==> src/rtl/core/fbik_pkg.sv <==
// ----------------------------------------------------------------------------
// fbik_pkg
// Types, codes and tables of the five-bar leg IK block.
// ----------------------------------------------------------------------------
package fbik_pkg;

    localparam int MAC_STEPS = 16;
    localparam int SQ_STEPS  = 37;
    localparam int CFG_IW    = 3;

    localparam logic [CFG_IW-1:0] REG_LEFT_CRANK    = 3'd0;
    localparam logic [CFG_IW-1:0] REG_LEFT_COUPLER  = 3'd1;
    localparam logic [CFG_IW-1:0] REG_RIGHT_COUPLER = 3'd2;
    localparam logic [CFG_IW-1:0] REG_RIGHT_CRANK   = 3'd3;
    localparam logic [CFG_IW-1:0] REG_HIP_SPACING   = 3'd4;

    localparam logic [1:0] SS_NEW    = 2'd0;
    localparam logic [1:0] SS_NOSOL  = 2'd1;
    localparam logic [1:0] SS_WINDOW = 2'd2;

    localparam logic [10:0] PULSE_CENTER = 11'd750;

    typedef enum logic [3:0] {
        MS_NONE, MS_XP, MS_YP, MS_XX, MS_YY, MS_PP, MS_QQ,
        MS_AHH, MS_AHL, MS_ALL, MS_BHH, MS_BHL, MS_BLL,
        MS_CHH, MS_CHL, MS_CLL
    } mul_sel_t;

    typedef enum logic [3:0] {
        AO_NONE, AO_A, AO_B, AO_C_SET, AO_C_ADD, AO_C_SUB,
        AO_S_SET_HI, AO_S_ADD_HI, AO_S_ADD_MID, AO_S_ADD_LO,
        AO_S_SUB_HI, AO_S_SUB_MID, AO_S_SUB_LO
    } acc_op_t;

    typedef struct packed {
        mul_sel_t mul_sel;
        acc_op_t  acc_op;
    } mac_op_t;

    typedef struct packed {
        logic       load_in;
        logic       side;
        logic       mac_en;
        logic [3:0] step;
        logic       sqrt_init;
        logic       sqrt_en;
        logic       prep_en;
        logic       norm_en;
        logic       cordic_en;
        logic [5:0] iter;
        logic       store_en;
        logic       scale_en;
        logic       out_load;
    } cmd_t;

    typedef struct packed {
        logic s_neg;
        logic den_zero;
        logic norm_done;
    } sts_t;

    // product issued at step k is accumulated at step k+1
    function automatic mac_op_t mac_op(input logic [3:0] step);
        mac_op_t op;
        unique case (step)
            4'd0:  op = '{MS_XP,   AO_NONE};
            4'd1:  op = '{MS_YP,   AO_A};
            4'd2:  op = '{MS_XX,   AO_B};
            4'd3:  op = '{MS_YY,   AO_C_SET};
            4'd4:  op = '{MS_PP,   AO_C_ADD};
            4'd5:  op = '{MS_QQ,   AO_C_ADD};
            4'd6:  op = '{MS_AHH,  AO_C_SUB};
            4'd7:  op = '{MS_AHL,  AO_S_SET_HI};
            4'd8:  op = '{MS_ALL,  AO_S_ADD_MID};
            4'd9:  op = '{MS_BHH,  AO_S_ADD_LO};
            4'd10: op = '{MS_BHL,  AO_S_ADD_HI};
            4'd11: op = '{MS_BLL,  AO_S_ADD_MID};
            4'd12: op = '{MS_CHH,  AO_S_ADD_LO};
            4'd13: op = '{MS_CHL,  AO_S_SUB_HI};
            4'd14: op = '{MS_CLL,  AO_S_SUB_MID};
            4'd15: op = '{MS_NONE, AO_S_SUB_LO};
            default: op = '{MS_NONE, AO_NONE};
        endcase
        return op;
    endfunction

    // atan(2^-i) in degrees * 2^24
    function automatic logic [29:0] atan_deg24(input logic [4:0] i);
        logic [29:0] t;
        unique case (i)
            5'd0:  t = 30'd754974720;
            5'd1:  t = 30'd445687602;
            5'd2:  t = 30'd235489088;
            5'd3:  t = 30'd119537938;
            5'd4:  t = 30'd60000934;
            5'd5:  t = 30'd30029717;
            5'd6:  t = 30'd15018523;
            5'd7:  t = 30'd7509720;
            5'd8:  t = 30'd3754917;
            5'd9:  t = 30'd1877466;
            5'd10: t = 30'd938734;
            5'd11: t = 30'd469367;
            5'd12: t = 30'd234684;
            5'd13: t = 30'd117342;
            5'd14: t = 30'd58671;
            5'd15: t = 30'd29335;
            5'd16: t = 30'd14668;
            5'd17: t = 30'd7334;
            5'd18: t = 30'd3667;
            5'd19: t = 30'd1833;
            5'd20: t = 30'd917;
            5'd21: t = 30'd458;
            5'd22: t = 30'd229;
            5'd23: t = 30'd115;
            5'd24: t = 30'd57;
            5'd25: t = 30'd29;
            5'd26: t = 30'd14;
            5'd27: t = 30'd7;
            5'd28: t = 30'd4;
            5'd29: t = 30'd2;
            5'd30: t = 30'd1;
            5'd31: t = 30'd0;
            default: t = 30'd0;
        endcase
        return t;
    endfunction

endpackage

==> src/rtl/core/fbik_ctrl.sv <==
// ----------------------------------------------------------------------------
// fbik_ctrl
// Sequencer: runs the multiply, square root, normalize and CORDIC phases
// for the left then the right hip, then scales and emits the result.
// ----------------------------------------------------------------------------
module fbik_ctrl #(
    parameter int CORDIC_ITERATIONS = 16
) (
    input  logic          clk,
    input  logic          rst_n,
    input  logic          in_valid,
    output logic          in_ready,
    output logic          out_valid,
    input  logic          out_ready,
    output fbik_pkg::cmd_t cmd,
    input  fbik_pkg::sts_t sts
);
    import fbik_pkg::*;

    localparam logic [3:0] MAC_LAST    = 4'(MAC_STEPS - 1);
    localparam logic [5:0] SQ_LAST     = 6'(SQ_STEPS - 1);
    localparam logic [5:0] CORDIC_LAST = 6'(CORDIC_ITERATIONS - 1);

    typedef enum logic [9:0] {
        S_IDLE      = 10'b00_0000_0001,
        S_MAC       = 10'b00_0000_0010,
        S_ROOT_INIT = 10'b00_0000_0100,
        S_SQRT      = 10'b00_0000_1000,
        S_PREP      = 10'b00_0001_0000,
        S_NORM      = 10'b00_0010_0000,
        S_CORDIC    = 10'b00_0100_0000,
        S_STORE     = 10'b00_1000_0000,
        S_SCALE     = 10'b01_0000_0000,
        S_EMIT      = 10'b10_0000_0000
    } state_t;

    state_t     state_reg, state_next;
    logic [3:0] step_reg, step_next;
    logic [5:0] iter_reg, iter_next;
    logic       side_reg, side_next;
    logic       out_valid_reg, out_valid_next;

    always_comb
    begin
        state_next = state_reg;
        step_next  = step_reg;
        iter_next  = iter_reg;
        side_next  = side_reg;
        cmd        = '0;
        cmd.side   = side_reg;
        cmd.step   = step_reg;
        cmd.iter   = iter_reg;
        unique case (state_reg)
            S_IDLE:
            begin
                if (in_valid)
                begin
                    cmd.load_in = 1'b1;
                    side_next   = 1'b0;
                    step_next   = '0;
                    state_next  = S_MAC;
                end
            end
            S_MAC:
            begin
                cmd.mac_en = 1'b1;
                step_next  = step_reg + 4'd1;
                if (step_reg == MAC_LAST)
                    state_next = S_ROOT_INIT;
            end
            S_ROOT_INIT:
            begin
                if (sts.s_neg)
                    state_next = S_STORE;
                else
                begin
                    cmd.sqrt_init = 1'b1;
                    iter_next     = '0;
                    state_next    = S_SQRT;
                end
            end
            S_SQRT:
            begin
                cmd.sqrt_en = 1'b1;
                iter_next   = iter_reg + 6'd1;
                if (iter_reg == SQ_LAST)
                    state_next = S_PREP;
            end
            S_PREP:
            begin
                cmd.prep_en = 1'b1;
                state_next  = S_NORM;
            end
            S_NORM:
            begin
                priority if (sts.den_zero)
                    state_next = S_STORE;
                else if (sts.norm_done)
                begin
                    iter_next  = '0;
                    state_next = S_CORDIC;
                end
                else
                    cmd.norm_en = 1'b1;
            end
            S_CORDIC:
            begin
                cmd.cordic_en = 1'b1;
                iter_next     = iter_reg + 6'd1;
                if (iter_reg == CORDIC_LAST)
                    state_next = S_STORE;
            end
            S_STORE:
            begin
                cmd.store_en = 1'b1;
                if (!side_reg)
                begin
                    side_next  = 1'b1;
                    step_next  = '0;
                    state_next = S_MAC;
                end
                else
                    state_next = S_SCALE;
            end
            S_SCALE:
            begin
                cmd.scale_en = 1'b1;
                state_next   = S_EMIT;
            end
            S_EMIT:
            begin
                if (!out_valid_reg || out_ready)
                begin
                    cmd.out_load = 1'b1;
                    state_next   = S_IDLE;
                end
            end
            default: state_next = S_IDLE;
        endcase
    end

    always_comb
    begin
        if (cmd.out_load)
            out_valid_next = 1'b1;
        else if (out_ready)
            out_valid_next = 1'b0;
        else
            out_valid_next = out_valid_reg;
    end

    always_ff @(posedge clk or negedge rst_n)
    begin
        if (!rst_n)
        begin
            state_reg     <= S_IDLE;
            step_reg      <= '0;
            iter_reg      <= '0;
            side_reg      <= 1'b0;
            out_valid_reg <= 1'b0;
        end
        else
        begin
            state_reg     <= state_next;
            step_reg      <= step_next;
            iter_reg      <= iter_next;
            side_reg      <= side_next;
            out_valid_reg <= out_valid_next;
        end
    end

    assign in_ready  = (state_reg == S_IDLE);
    assign out_valid = out_valid_reg;

endmodule

==> config.mk <==
export PLATFORM = sky130hd
export DESIGN_NAME = fbik_ctrl
export DESIGN_NICKNAME = d
export VERILOG_FILES = /design/src/rtl/core/fbik_pkg.sv /design/src/rtl/core/fbik_ctrl.sv
export SDC_FILE = /design/constraint.sdc
export NUM_CORES = 1
export LEC_CHECK = 0
export BUFFER_PORTS_ARGS = -buffer_cell sky130_fd_sc_hd__buf_2
export CAP_MARGIN = 20
export CORE_MARGIN = 3
export CORE_UTILIZATION = 55
export DETAILED_ROUTE_END_ITERATION = 12
export PLACE_DENSITY = 0.76
export SKIP_LAST_GASP = 1
export SLEW_MARGIN = 20
export SYNTH_ARGS = -nofsm -noshare
export SYNTH_HDL_FRONTEND = slang
export SYNTH_SLANG_ARGS = --single-unit
==> constraint.sdc <==
create_clock -name clk -period 5.46 [get_ports clk]
set_input_delay 1.092 -clock clk [delete_from_list [all_inputs] [get_ports clk]]
set_output_delay 1.092 -clock clk [all_outputs]
set_load 0.005 [all_outputs]
==> run summary <==
* 3 — TritonCTS Buffers
* 0 — # setup viols final
* 149 — cells after synthesis
* 0 — number of flops mapped to enable cells by yosys
* sky130_fd_sc_hd__clkbuf_4 — clock tree root buffer cell
* 0 — final hold violations
* 22 — sink count of the clock tree
* 1269 — total via count after detailed routing
* 30 — number of top-level design ports
* output port — kind of end point of the critical path
* 0 — diodes inserted
* 61.3% — effective utilization at floorplan
* 2570 ps — worst-case setup slack after placement
* 4370 ps — required time of the critical path
* 15.6 um — Wirelength per Cell
* 1131 — vias in the first global route
* 2.59% — Post-Synth Adder-Cell Area
* 9.42% — area growth from synthesis to final layout
* 0 — number of nets with antenna violations after detailed routing
* 0 — number of hold-repair buffers added at the cts stage
* 29 — count of buffers inserted at the top-level ports
* sky130_fd_sc_hd__dfrtp_1, sky130_fd_sc_hd__inv_1, sky130_fd_sc_hd__nor2_1, sky130_fd_sc_hd__nand3_1, sky130_fd_sc_hd__nor3_1 — synth cell count leaders
* reg -> reg — classification of the worst-slack hold path
* state_reg[5] — Reg-to-Reg Start
* 1.47% — proportion of synthesized area in mux cells
* 1580 sq um — Design Area, Final
* 590 ps — transition time at the pin with the least slew margin
* 5 — worst reg2reg path depth
* false — unrepaired setup endpoints after global routing
* 6.35 — average vias per placed instance
* 5210 um — first-pass GRT wire length
* 60.3% — tightest slew margin relative to the limit
* 22 — number of storage elements in the synthesis netlist
* step_reg[1] — launch instance of the worst min-delay path
* 7 — critical path peak fanout
* 0 — number of max-slew violations in the final report
* sky130_fd_sc_hd__dfrtp_1 — Top FF cell, synth
* 3310 ps — final period demand of the worst path
* 57.3 um — die outline height
* 3140 ps — r2r setup slk
* 0 — number of antenna violations at the first check in global routing
* 319 uV — Peak supply drop
* 3280 sq um — area of the die
* 4 — Detailed Routing Iterations Pass 1
* simple AND/OR/NAND/NOR gates — main combinational cell family by area after synthesis
* 84 — Initial DRC Count
* 183 — Post-layout nets
* 20.1% — overall routing resource usage
* 24.3 ps — worst clock skew
* 36.3% — share of Yosys cell area claimed by the top area cell type
* finished, final reports clean — run status
* 0.838 nW — static leakage power
* 3120 um — Total Routed Length
* sky130_fd_sc_hd__dfrtp_1 — area leader, netlist
* 9.72 sq um — average cell area after synthesis
* 3.03% — XOR/XNOR Fraction of Synth Area
* 67.1% — share of the core filled with cells in the final layout
* 1450 sq um — area of the mapped netlist
* done — TritonCTS clock tree
* 2150 ps — Worst Setup Slack, final
* 38.1% — sequential share of the synthesized area
* iter_reg[5] — endpoint of the most critical register-to-register path
* sky130_fd_sc_hd__nor4_2 — cell with the biggest individual delay on the critical path
* 359 nW/um^2 — pwr/cell area
* 23 — pin count of the biggest net entering global routing
* 1 — combined buffer and inverter count along the critical path
* 1 — Hold Path Stages
* sky130_fd_sc_hd__dfrtp_1 — most repeated cell in the gate-level netlist after synthesis
* 159 — Net Count, Synth
* reg -> out — crit path kind
* 0 — Remaining Overflow, GRT
* sky130_fd_sc_hd__dfrtp_1, sky130_fd_sc_hd__nand3_1, sky130_fd_sc_hd__buf_4, sky130_fd_sc_hd__ha_1, sky130_fd_sc_hd__inv_1 — main area contributors after synthesis
* 303 MHz — highest achievable clock rate
* step_reg[1] — Endpoint, Worst Hold
* 100% — fraction of registers with async set or reset after synthesis
* 0 — number of gates resized after CTS
* 0 — max-capacitance violation count
* nor4_2 -> nand3_1 -> nor2_1 -> buf_2 — list of cells traversed by the critical path
* 2210 ps — Crit path arrival time
* 330 ps — Worst-Skew Late Latency
* 2360 sq um — core region area
* 0.897 — routability congestion estimate from global placement
* 57.3 um — horizontal die dimension
* register — element type at the critical path start
* 0 ps — setup tns final
* 600 ps — largest incremental delay on the critical path
* 60.5% — crit share post-route
* 17 — total number of placement rows
* 30.8% — area share of and/or/nand/nor cells after synthesis
* 1550 sq um — placed cell area
* 559 ps — Worst Hold Margin
* 2 — maximum buffer depth of the clock tree
* 198 — fillers
* simple AND/OR/NAND/NOR gates — family of cells with the greatest summed delay on the critical path
* 140 ps — clock transition time at the flip-flop clock pins of the worst setup and hold paths
* 1 — CTS H-tree lvls
* 29.1% — layout cells sized above 1
* 10 — flip-flop count of the largest register, all copies and words added
* 0 — Syn. warnings
* 15.6% — share of the synthesized area in compound gates (AO/OA/AOI/OAI)
* 55 — count of unique library cells instantiated by Yosys
* 0 — Post CTS Setup Buffer Count
* 2330 um — HPWL after DPL
* 0 — post-route DRC violation count
* state_reg[6] — critical path launch point
==> worst max-delay path by stage <==
stage               slack [ps]      end  cells past startpoint
floorplan                 2860   cmd[0]                      3
global placement          2650  cmd[10]                      5
detailed placement        2570  cmd[18]                      4
CTS                       2180  cmd[18]                      4
global route              1960  cmd[18]                      4
finish                    2150  cmd[18]                      4
==> routing by layer <==
layer  vias to the layer above  track usage [%]  part of all wire (%)
met3                         6             4.98                   7.8
met5                         -                0                     0
met2                        56             34.4                    49
met4                         0             5.96                   1.3
met1                       605             24.9                    41
li1                        602                -                     -
==> cells in the final DEF (no fill, tap or decap), types with 3 or more instances in the layout <==
master                      n
sky130_fd_sc_hd__clkbuf_4   3
sky130_fd_sc_hd__nor2_1    10
sky130_fd_sc_hd__nor3_1     7
sky130_fd_sc_hd__nand3_1    9
sky130_fd_sc_hd__o21ai_0    3
sky130_fd_sc_hd__buf_2     29
sky130_fd_sc_hd__xor2_1     4
sky130_fd_sc_hd__nor2b_1    4
sky130_fd_sc_hd__nand2_1    6
sky130_fd_sc_hd__inv_1     10
sky130_fd_sc_hd__nor4b_1    3
sky130_fd_sc_hd__nor3b_1    3
sky130_fd_sc_hd__nand4_1    6
sky130_fd_sc_hd__dfrtp_1   21
sky130_fd_sc_hd__ha_1       3
==> cell families (layout without fill, tap and decap cells) <==
group / count (synthesis) / after routing
buffers and inverters: 21 / 44
AND/OR/NAND/NOR: 69 / 69
AO/OA/AOI/OAI: 27 / 27
flip-flops: 22 / 22
multiplexers: 2 / 2
adder cells (fa/ha/maj): 3 / 3
XOR/XNOR: 5 / 5
==> through the flow <==
| step | total power [mW] | instances |
|---|---|---|
| after floorplan | 0.428 | 149 |
| after global placement | 0.470 | 196 |
| after detailed placement | 0.478 | 196 |
| after CTS | 0.572 | 200 |
| after global routing | 0.614 | 200 |
| final | 0.568 | 200 |
==> where the power goes <==
part / switching (mW) / internal [mW]
registers: 0.0561 / 0.193
clock network: 0.0513 / 0.0408
logic: 0.123 / 0.104
total: 0.230 / 0.338
==> layout make-up <==
class                      instances  area, sq um  share of cell area, %
tap                               28         35.0                   2.21
inverter                          11         41.3                   2.61
multi-input combinational        106          774                   48.9
sequential                        22          552                   34.8
clock buffer                       4         36.3                   2.29
timing repair buffer              29          145                   9.16
Power figures use the tool's default switching activity.
